===== src/rtl/u8sd_pkg.sv =====
`timescale 1ns / 1ps
// ----------------------------------------------------------------------------
// u8sd_pkg
// Shared types and constants for the UTF-8 stream decoder.
// ----------------------------------------------------------------------------
package u8sd_pkg;

  localparam int CpW = 21;
  localparam logic [CpW-1:0] ReplacementCp = 21'h00FFFD;

  localparam int QDepth = 4;
  localparam int QPtrW = $clog2(QDepth);
  localparam int QCntW = $clog2(QDepth + 1);

  // results caused by one byte: n_rep replacement chars, then an optional tail
  typedef struct packed {
    logic [1:0]     n_rep;
    logic           tail_valid;
    logic [CpW-1:0] tail_cp;
  } run_t;

endpackage


===== src/rtl/u8sd_front.sv =====
`timescale 1ns / 1ps
// ----------------------------------------------------------------------------
// u8sd_front
// Takes one byte per transfer, tracks the open sequence and builds the run
// of results that the byte causes.
// ----------------------------------------------------------------------------
module u8sd_front (
  input  logic                clk,
  input  logic                rst,
  input  logic                accept,
  input  logic [7:0]          in_byte,
  output logic                push,
  output u8sd_pkg::run_t      push_run
);
  import u8sd_pkg::*;

  logic [1:0]     lead_length;
  logic [1:0]     bytes_still_needed;
  logic [CpW-1:0] partial_value;

  logic [1:0]     lead_length_next;
  logic [1:0]     bytes_still_needed_next;
  logic [CpW-1:0] partial_value_next;
  run_t           run;

  logic           is_cont;
  logic [1:0]     need_dec;
  logic [1:0]     taken;
  logic [CpW-1:0] shifted;

  assign is_cont  = (in_byte[7:6] == 2'b10);
  assign need_dec = bytes_still_needed - 2'd1;
  assign taken    = (lead_length >= bytes_still_needed) ?
                    (lead_length - bytes_still_needed) : 2'd0;
  assign shifted  = {partial_value[CpW-7:0], in_byte[5:0]};

  always_comb begin
    lead_length_next        = lead_length;
    bytes_still_needed_next = bytes_still_needed;
    partial_value_next      = partial_value;
    run.n_rep      = 2'd0;
    run.tail_valid = 1'b0;
    run.tail_cp    = ReplacementCp;

    if ((lead_length != 2'd0) && is_cont) begin
      partial_value_next      = shifted;
      bytes_still_needed_next = need_dec;
      if (need_dec == 2'd0) begin
        run.tail_valid          = 1'b1;
        run.tail_cp             = shifted;
        lead_length_next        = 2'd0;
        partial_value_next      = '0;
      end
    end else begin
      // interrupted sequence: one replacement for the lead and each taken byte
      if (lead_length != 2'd0) begin
        run.n_rep = (taken >= 2'd2) ? 2'd3 : (taken + 2'd1);
      end
      lead_length_next        = 2'd0;
      bytes_still_needed_next = 2'd0;
      partial_value_next      = '0;
      if (in_byte[7] == 1'b0) begin
        run.tail_valid = 1'b1;
        run.tail_cp    = {{(CpW-8){1'b0}}, in_byte};
      end else if (in_byte[7:5] == 3'b110) begin
        lead_length_next        = 2'd1;
        bytes_still_needed_next = 2'd1;
        partial_value_next      = {{(CpW-5){1'b0}}, in_byte[4:0]};
      end else if (in_byte[7:4] == 4'b1110) begin
        lead_length_next        = 2'd2;
        bytes_still_needed_next = 2'd2;
        partial_value_next      = {{(CpW-4){1'b0}}, in_byte[3:0]};
      end else if (in_byte[7:3] == 5'b11110) begin
        lead_length_next        = 2'd3;
        bytes_still_needed_next = 2'd3;
        partial_value_next      = {{(CpW-3){1'b0}}, in_byte[2:0]};
      end else begin
        run.tail_valid = 1'b1;
        run.tail_cp    = ReplacementCp;
      end
    end
  end

  assign push     = accept && ((run.n_rep != 2'd0) || run.tail_valid);
  assign push_run = run;

  always_ff @(posedge clk) begin
    if (rst) begin
      lead_length        <= 2'd0;
      bytes_still_needed <= 2'd0;
      partial_value      <= '0;
    end else if (accept) begin
      lead_length        <= lead_length_next;
      bytes_still_needed <= bytes_still_needed_next;
      partial_value      <= partial_value_next;
    end
  end

endmodule


===== src/rtl/u8sd_queue.sv =====
`timescale 1ns / 1ps
// ----------------------------------------------------------------------------
// u8sd_queue
// Short register FIFO of result runs between the front and the back.
// ----------------------------------------------------------------------------
module u8sd_queue (
  input  logic                clk,
  input  logic                rst,
  input  logic                push,
  input  u8sd_pkg::run_t      push_run,
  output logic                full,
  input  logic                pop,
  output logic                head_valid,
  output u8sd_pkg::run_t      head_run
);
  import u8sd_pkg::*;

  run_t             entries [QDepth];
  logic [QPtrW-1:0] wr_ptr;
  logic [QPtrW-1:0] rd_ptr;
  logic [QCntW-1:0] count;

  assign full       = (count == QCntW'(QDepth));
  assign head_valid = (count != '0);
  assign head_run   = entries[rd_ptr];

  always_ff @(posedge clk) begin
    if (push) begin
      entries[wr_ptr] <= push_run;
    end
  end

  always_ff @(posedge clk) begin
    if (rst) begin
      wr_ptr <= '0;
      rd_ptr <= '0;
      count  <= '0;
    end else begin
      if (push) begin
        wr_ptr <= wr_ptr + 1'b1;
      end
      if (pop) begin
        rd_ptr <= rd_ptr + 1'b1;
      end
      if (push && !pop) begin
        count <= count + 1'b1;
      end else if (pop && !push) begin
        count <= count - 1'b1;
      end
    end
  end

endmodule


===== src/rtl/u8sd_back.sv =====
`timescale 1ns / 1ps
// ----------------------------------------------------------------------------
// u8sd_back
// Unrolls each queued run into single results, one per cycle when not
// stalled by out_stall, into the output register.
// ----------------------------------------------------------------------------
module u8sd_back (
  input  logic                   clk,
  input  logic                   rst,
  input  logic                   head_valid,
  input  u8sd_pkg::run_t         head_run,
  output logic                   pop,
  output logic                   out_valid,
  input  logic                   out_stall,
  output logic [u8sd_pkg::CpW-1:0] code_point,
  output logic                   last_of_run
);
  import u8sd_pkg::*;

  logic [1:0] idx;
  logic [2:0] total;
  logic       load_ok;
  logic       emit;
  logic       is_last;

  assign total   = {1'b0, head_run.n_rep} + {2'b00, head_run.tail_valid};
  assign load_ok = !out_valid || !out_stall;
  assign emit    = head_valid && load_ok;
  assign is_last = (({1'b0, idx} + 3'd1) == total);
  assign pop     = emit && is_last;

  always_ff @(posedge clk) begin
    if (rst) begin
      out_valid <= 1'b0;
      idx       <= 2'd0;
    end else begin
      if (load_ok) begin
        out_valid <= emit;
      end
      if (emit) begin
        idx <= is_last ? 2'd0 : (idx + 2'd1);
      end
    end
  end

  // payload only
  always_ff @(posedge clk) begin
    if (emit) begin
      code_point  <= (idx < head_run.n_rep) ? ReplacementCp : head_run.tail_cp;
      last_of_run <= is_last;
    end
  end

endmodule


===== src/rtl/utf8_stream_decoder.sv =====
`timescale 1ns / 1ps
// ----------------------------------------------------------------------------
// utf8_stream_decoder
// Streaming UTF-8 decoder: one byte in, zero to four code points out.
//
//   channel  handshake           payload
//   input    in_valid/in_stall   in_byte[7:0]
//   output   out_valid/out_stall code_point[20:0], last_of_run
//
// A byte is taken every cycle while the run queue has room; the front
// updates the sequence state in the cycle of the transfer.
// The back emits one result per cycle while out_stall is low; the four-entry
// run queue absorbs short error bursts. Results pass through the run queue
// and then the output register. Synchronous reset clears the sequence
// state, the queue and the output valid flag.
// ----------------------------------------------------------------------------
module utf8_stream_decoder (
  input  logic                     clk,
  input  logic                     rst,
  input  logic                     in_valid,
  output logic                     in_stall,
  input  logic [7:0]               in_byte,
  output logic                     out_valid,
  input  logic                     out_stall,
  output logic [u8sd_pkg::CpW-1:0] code_point,
  output logic                     last_of_run
);
  import u8sd_pkg::*;

  logic accept;
  logic push;
  run_t push_run;
  logic q_full;
  logic pop;
  logic head_valid;
  run_t head_run;

  assign in_stall = q_full;
  assign accept   = in_valid && !q_full;

  u8sd_front u_front (
    .clk      (clk),
    .rst      (rst),
    .accept   (accept),
    .in_byte  (in_byte),
    .push     (push),
    .push_run (push_run)
  );

  u8sd_queue u_queue (
    .clk        (clk),
    .rst        (rst),
    .push       (push),
    .push_run   (push_run),
    .full       (q_full),
    .pop        (pop),
    .head_valid (head_valid),
    .head_run   (head_run)
  );

  u8sd_back u_back (
    .clk         (clk),
    .rst         (rst),
    .head_valid  (head_valid),
    .head_run    (head_run),
    .pop         (pop),
    .out_valid   (out_valid),
    .out_stall   (out_stall),
    .code_point  (code_point),
    .last_of_run (last_of_run)
  );

endmodule

===== config.mk =====
export PLATFORM = sky130hd
export DESIGN_NAME = utf8_stream_decoder
export DESIGN_NICKNAME = d
export VERILOG_FILES = /design/src/rtl/u8sd_pkg.sv /design/src/rtl/u8sd_front.sv /design/src/rtl/u8sd_queue.sv /design/src/rtl/u8sd_back.sv /design/src/rtl/utf8_stream_decoder.sv
export SDC_FILE = /design/constraint.sdc
export NUM_CORES = 1
export LEC_CHECK = 0
export BUFFER_PORTS_ARGS = -buffer_cell sky130_fd_sc_hd__buf_4
export CAP_MARGIN = 40
export CORE_ASPECT_RATIO = 1.75
export CORE_MARGIN = 2
export CORE_UTILIZATION = 54
export DETAILED_ROUTE_END_ITERATION = 8
export GPL_TIMING_DRIVEN = 0
export HOLD_SLACK_MARGIN = 0.02
export PLACE_DENSITY = 0.73
export SETUP_SLACK_MARGIN = 0.4
export SLEW_MARGIN = 20
export SYNTH_ARGS = -nofsm -noshare
export SYNTH_HDL_FRONTEND = slang
export SYNTH_SLANG_ARGS = --single-unit

===== constraint.sdc =====
create_clock -name clk -period 3.5 [get_ports clk]
set_input_delay 0.525 -clock clk [delete_from_list [all_inputs] [get_ports clk]]
set_output_delay 0.525 -clock clk [all_outputs]
set_load 0.01 [all_outputs]

==> results of run 1 <==
[cell type report]
class                      instances  area share, %
clock inverter                     9           1.19
buffer                            19           1.88
multi-input combinational        219           25.0
inverter                          11          0.569
timing repair buffer              42           4.45
tap                              132           2.27
sequential                       149           57.4
clock buffer                      23           7.32
[routing by layer]
metal  GRT usage [%]  vias to the layer above  wire length, um  share of wire (%)
met2            35.5                       85             6250                 56
met1            20.9                     1726             4300                 39
met5               0                        -                0                  0
met3            4.57                       11              370                3.3
met4            7.64                        0              163                1.5
li1                -                     1608                -                  -
[through the flow]
step | util [%] | setup slack (ns) | cell area, sq um | hold slack [ns]
final | 65.8 | 0.358 | 7260 | 0.382
after global routing | 65.8 | 0.240 | 7260 | 0.379
after CTS | 65.5 | 0.392 | 7240 | 0.366
after detailed placement | 59.4 | 0.0147 | 6560 | 0.442
after global placement | 59.2 | 0.0625 | 6540 | 0.436
after floorplan | - | 0.425 | 6110 | 0.427
[path summary, 6_finish.rpt]
kind / depth (start not counted) / end / start / slack, ns
setup / recovery: 14 / u_queue.count[2] / flop / 0.36
hold / removal: 3 / u_back.out_valid / out_stall / 0.38
setup reg to reg: 14 / u_queue.count[2] / flop / 0.36
hold reg to reg: 2 / u_front.partial_value[12] / u_front.partial_value[12] / 0.45
[layout by cell type, fill, tap and decap left out, types with 2 or more instances in the layout]
master / synthesis / layout
nor2_1: 12 / 12
or2_1: 15 / 15
a21o_1: 2 / 2
mux2i_1: 2 / 2
nand2b_2: 2 / 2
inv_1: 11 / 11
nand3_1: 17 / 17
mux2_2: 3 / 3
ha_1: 12 / 9
a21oi_1: 23 / 22
mux4_2: 23 / 23
a21oi_2: 1 / 2
and2_2: 0 / 4
or3_1: 4 / 3
dfxtp_1: 31 / 30
and2_1: 6 / 2
clkbuf_8: 0 / 3
clkbuf_16: 0 / 20
edfxtp_1: 118 / 118
and3_1: 6 / 6
clkbuf_1: 5 / 4
nor2b_1: 8 / 8
buf_6: 3 / 3
buf_2: 8 / 7
ha_2: 0 / 2
clkinv_2: 0 / 3
nand4_1: 2 / 2
o211ai_1: 2 / 2
buf_4: 1 / 42
clkinvlp_4: 0 / 2
nand2_1: 42 / 42
or4b_1: 2 / 2
xor2_1: 4 / 3
nand2b_1: 6 / 6
buf_1: 2 / 2
clkinv_4: 0 / 2
nor3_1: 6 / 5
a211oi_1: 2 / 2
[registers in the layout, indices dropped and copies added, names as in the netlist, named ones only]
name	flops
u_back.out_valid	1
u_back.last_of_run	1
u_queue.count	3
u_queue.wr_ptr	2
u_back.code_point	21
u_queue.entries	96
u_back.idx	2
u_queue.rd_ptr	2
u_front.lead_length	2
u_front.partial_value	15
u_front.bytes_still_needed	2
[timing repair]
item | in CTS | in global routing
gates resized for setup | 6 | 3
pin swaps | 4 | 3
cloned | 0 | 0
setup endpoints to repair | 3 | 2
setup buffers | 6 | 0
[power by group through the flow]
stage	registers, uW	clock network (uW)	logic, uW
finish	2370	1830	1570
global route	2400	1900	1720
CTS	2370	1840	1550
detailed placement	2410	0	1470
global placement	2400	0	1390
floorplan	2450	0	932
[worst reg2reg max path, cell delays in order, from the launching register on]
cell and delay, ns:
dfxtp_2 0.33, buf_6 0.11, buf_12 0.10, mux4_2 0.50, ha_2 0.21, ha_4 0.28, xor2_2 0.14, nor3_2 0.07
nand2_1 0.10, ha_2 0.19, inv_1 0.05, fa_2 0.33, xor2_1 0.16, or3_4 0.37, a21oi_2 0.14
[cell families (layout without fill, tap and decap cells)]
logic type / after synthesis / in the layout / share of synthesized area, %
flops: 149 / 149 / 68.5
mux: 29 / 29 / 9.84
compound gates: 37 / 37 / 3.93
xor+xnor: 5 / 5 / 0.720
fa+ha+maj: 14 / 14 / 3.13
buf+inv: 30 / 104 / 2.45
simple gates: 134 / 134 / 11.4
==> flow_summary.ini, run 1 <==
[placed_design]
dp_cells = 566
gp_congestion = 0.840
hpwl_mm = 7.53
portBuffers = 35

[setup_path]
critPathMaxFanout = 3
crit_path_end_kind = flop
critical_path_buf_inv_count = 3
cp_common_cell = ha_2
required_ns = 3.84
crit_family = adder cells
crit_chain = buf_6, buf_12, mux4_2, ha_2, ha_4, xor2_2, nor3_2, nand2_1, ha_2, inv_1, fa_2, xor2_1, or3_4, a21oi_2
worstPathArrival_ns = 3.48
crit_path_max_incr_delay_ns = 0.49
startpoint_type = flop
cp_slowest_cell = mux4_2
critPathKind = flop to flop

[timing]
period_minus_slack_ns = 3.14
fmax_mhz = 318
timing.final.hold_violations = 0
period_share_pct = 89.8
fin_tns_setup_ns = 0
tightest_slew_ns = 0.698
drv_slew = 0
relSlewSlack_pct = 53.1
setup_viol = 0
rsz0062_at_grt = true
finClkSkew_ns = 0.00748

[power_and_ir_drop]
swShare_pct = 27.4
ir_drop_mv = 0.494
pwr-share-comb_pct = 27.2
p_per_area_nw_per_um2 = 794
finalPower_uw = 5770
power_frac_clock_pct = 31.6
power_frac_seq_pct = 41.1
p_int_uw = 4190
power.switching_uw = 1580
p_leak_uw = 0.00254

[global_routing]
track_usage_pct = 19.1
grt_pass1_vias = 3473
grt_max_degree = 25
grt_pass1_wl_mm = 17.3
grt_remaining_overflow = 0
antenna_found_initial = 0

[finish]
nFillCells = 776
multi_input_area_sq_um = 1810
n_antenna_cell = 0
nNetsFinal = 485
area_growth_pct = 19.5
regArea_sq_um = 4170
layout-drive-gt1-share_pct = 28.2
instances_no_fill = 604

[clocking]
clockBufferDepth = 2
root_buffer = clkbuf_16
clk_pin_slew_ns = 0.06
htree_num_levels = 4
cts_tree = built
insertion_delay_ns = 0.41
hold_buffers = 0
numCtsBuffers = 17
clock-sinks = 149

[synth]
syn_avg_cell_area_sq_um = 15.3
ys_seq_area_share_pct = 68.5
yosysTopAreaCell = edfxtp_1
synthCells = 398
synth_area_sq_um = 6080
synth.area.top_cells = edfxtp_1, dfxtp_1, mux4_2
synth_top_flop_cell = edfxtp_1
ys_types = 47
syn-num-nets = 424
async_reset_ff_share_pct = 0
yosys_warnings = 0
post-synth-top-count-cell = edfxtp_1
synth_edf_count = 118
synth_top_area_share_pct = 58.3
synth.top_cells.by_count = edfxtp_1, nand2_1, dfxtp_1, a21oi_1, mux4_2
ys_ff_latch = 149

[status]
outcome = completed

[die]
core_area_sq_um = 11000
rows = 51
io_pins = 36
die_h_um = 144
floorplan.initialDensity_pct = 55.1
die_area_sq_um = 12200
die_x_um = 84.2

[detailed_routing]
drcViolationCount = 0
ant_nets = 0
first_pass_iters = 4
avgRoutedWirePerCell_um = 18.3
vias_per_cell = 5.68
drt-total-wl_mm = 11.1
num_vias = 3430
drt_iter0_drc = 160

[flow_run]
cap_viol_max_count = 0

[worst_hold_path]
hp-class = primary input to flop
(Power assumes the default switching activity.)
==> run 2: changes to the inputs <==
--- a/config.mk
+++ b/config.mk
@@ -9,11 +9,12 @@
 export CAP_MARGIN = 40
 export CORE_ASPECT_RATIO = 1.75
 export CORE_MARGIN = 2
-export CORE_UTILIZATION = 54
+export CORE_UTILIZATION = 55
+export CTS_BUF_LIST = sky130_fd_sc_hd__clkbuf_4 sky130_fd_sc_hd__clkbuf_8
 export DETAILED_ROUTE_END_ITERATION = 8
 export GPL_TIMING_DRIVEN = 0
 export HOLD_SLACK_MARGIN = 0.02
-export PLACE_DENSITY = 0.73
+export PLACE_DENSITY = 0.74
 export SETUP_SLACK_MARGIN = 0.4
 export SLEW_MARGIN = 20
 export SYNTH_ARGS = -nofsm -noshare
==> flow_summary.ini, run 2 (synthesis results as in run 1) <==
[detailed_routing]
drt_iter0_drc = 205
ant_nets = 0
first_pass_iters = 4
drt-total-wl_mm = 11.2
vias_per_cell = 5.70
num_vias = 3465
avgRoutedWirePerCell_um = 18.4
drcViolationCount = 0

[timing]
period_share_pct = 89.1
period_minus_slack_ns = 3.12
timing.final.hold_violations = 0
drv_slew = 0
setup_viol = 0
finClkSkew_ns = 0.0119
fin_ws_ns = 0.381
relSlewSlack_pct = 52.9
tightest_slew_ns = 0.701
fmax_mhz = 321
fin_tns_setup_ns = 0
rsz0062_at_grt = true

[clocking]
clockBufferDepth = 2
clk_pin_slew_ns = 0.08
htree_num_levels = 4
clock-sinks = 149
cts_tree = built
numCtsBuffers = 17
insertion_delay_ns = 0.44
root_buffer = clkbuf_8

[finish]
max_flop_register = u_queue.entries
top_regs = u_queue.entries (96), u_back.code_point (21), u_front.partial_value (15)
largest_reg_flops = 96
nFillCells = 764
layout-drive-gt1-share_pct = 28.9
instances_no_fill = 608
nNetsFinal = 491
final_cell_mix = edfxtp_1, buf_4, nand2_1, dfxtp_1
layout_commonest_cell = edfxtp_1
n_antenna_cell = 0
area_growth_pct = 16.7

[global_routing]
grt_pass1_wl_mm = 18.1
grt_pass1_vias = 3617
grt_max_degree = 25
antenna_found_initial = 0
grt_remaining_overflow = 0
track_usage_pct = 20.3

[setup_path]
startpoint_type = flop
worstPathArrival_ns = 3.49
ff2ff_path_depth = 14
critPathKind = flop to flop
critPathMaxFanout = 3
regToRegEndpoint = u_queue.count[2]
required_ns = 3.87
crit_path_end_kind = flop
r2r_setup_slack_ns = 0.38

[die]
die_area_sq_um = 11900
core_area_sq_um = 10800
io_pins = 36
die_x_um = 83.5
die_h_um = 143
rows = 50
floorplan.initialDensity_pct = 56.5

[placed_design]
gp_congestion = 0.812
dp_cells = 564
portBuffers = 35
pre_cts_ws_ns = 0.0247
hpwl_mm = 7.52

[power_and_ir_drop]
p_leak_uw = 0.00248
ir_drop_mv = 0.462
p_per_area_nw_per_um2 = 746

[flow_run]
cap_viol_max_count = 0

[worst_hold_path]
min_to = u_back.out_valid
hp-class = primary input to flop
hp-start = out_stall
holdPathStages = 3

[status]
outcome = completed
run 2: cell types whose count changed in the layout (fill, tap and decap cells not counted), moves of 2 or more:
cell and change:
clkbuf_16 -19, buf_6 +5, clkbuf_4 +2, clkinv_4 -2, clkinv_2 +5, clkbuf_8 +15
run 2: area by class of cell:
class                   count  area, sq um  area share (%)
repair buffers             48          387            5.45
inverters                  11         41.3           0.582
multi-input cells         219         1820            25.6
well taps                 130          163            2.29
clock buffers              20          263            3.70
clock inverters            12          111            1.57
flip-flops and latches    149         4170            58.7
plain buffers              19          148            2.08
run 2: worst max path at each step:
stage,startpoint,to,slack [ns],depth (start not counted)
floorplan,flop,u_queue.count[2],0.43,14
CTS,flop,u_queue.count[2],0.40,14
finish,flop,u_queue.count[2],0.38,14
detailed placement,flop,u_queue.count[2],0.02,14
global placement,flop,u_queue.count[2],0.06,14
global route,flop,u_queue.count[2],0.25,14
run 2: stage by stage:
stage / util (%) / cell area [sq um] / hold slack (ns) / power [uW]
floorplan: - / 6110 / 0.427 / 3380
global placement: 60.7 / 6530 / 0.440 / 3770
detailed placement: 60.9 / 6550 / 0.441 / 3870
CTS: 65.5 / 7050 / 0.330 / 5250
global route: 65.9 / 7090 / 0.337 / 5570
finish: 65.9 / 7090 / 0.351 / 5290
run 2: report_power, final:
group          total (uW)  switching [uW]  internal (uW)
clock                1250             593            654
combinational        1680             827            851
sequential           2370            95.1           2270
run 2: metal layers:
metal  vias to the layer above  GRT usage (%)  part of all wire [%]
li1                       1628              -                     -
met1                      1726           21.0                    38
met2                        87           37.9                    56
met3                        24           5.72                   3.4
met4                         0           9.08                   2.7
met5                         -              0                     0
run 2: repair_timing:
item | in CTS | in global routing
pin swaps | 3 | 0
setup endpoints to repair | 3 | 4
hold buffers | 0 | 0
buffers inserted | 11 | 1
gates resized for setup | 7 | 9
run 2: critical path, cell delays in order (launching register included):
cell,delay (ns)
dfxtp_2,0.33
buf_6,0.11
buf_12,0.10
mux4_2,0.51
ha_4,0.19
ha_4,0.27
xor2_2,0.18
nor3_2,0.09
nand2_1,0.10
ha_2,0.20
inv_2,0.04
fa_2,0.32
xor2_1,0.16
or3_1,0.31
a21oi_1,0.12
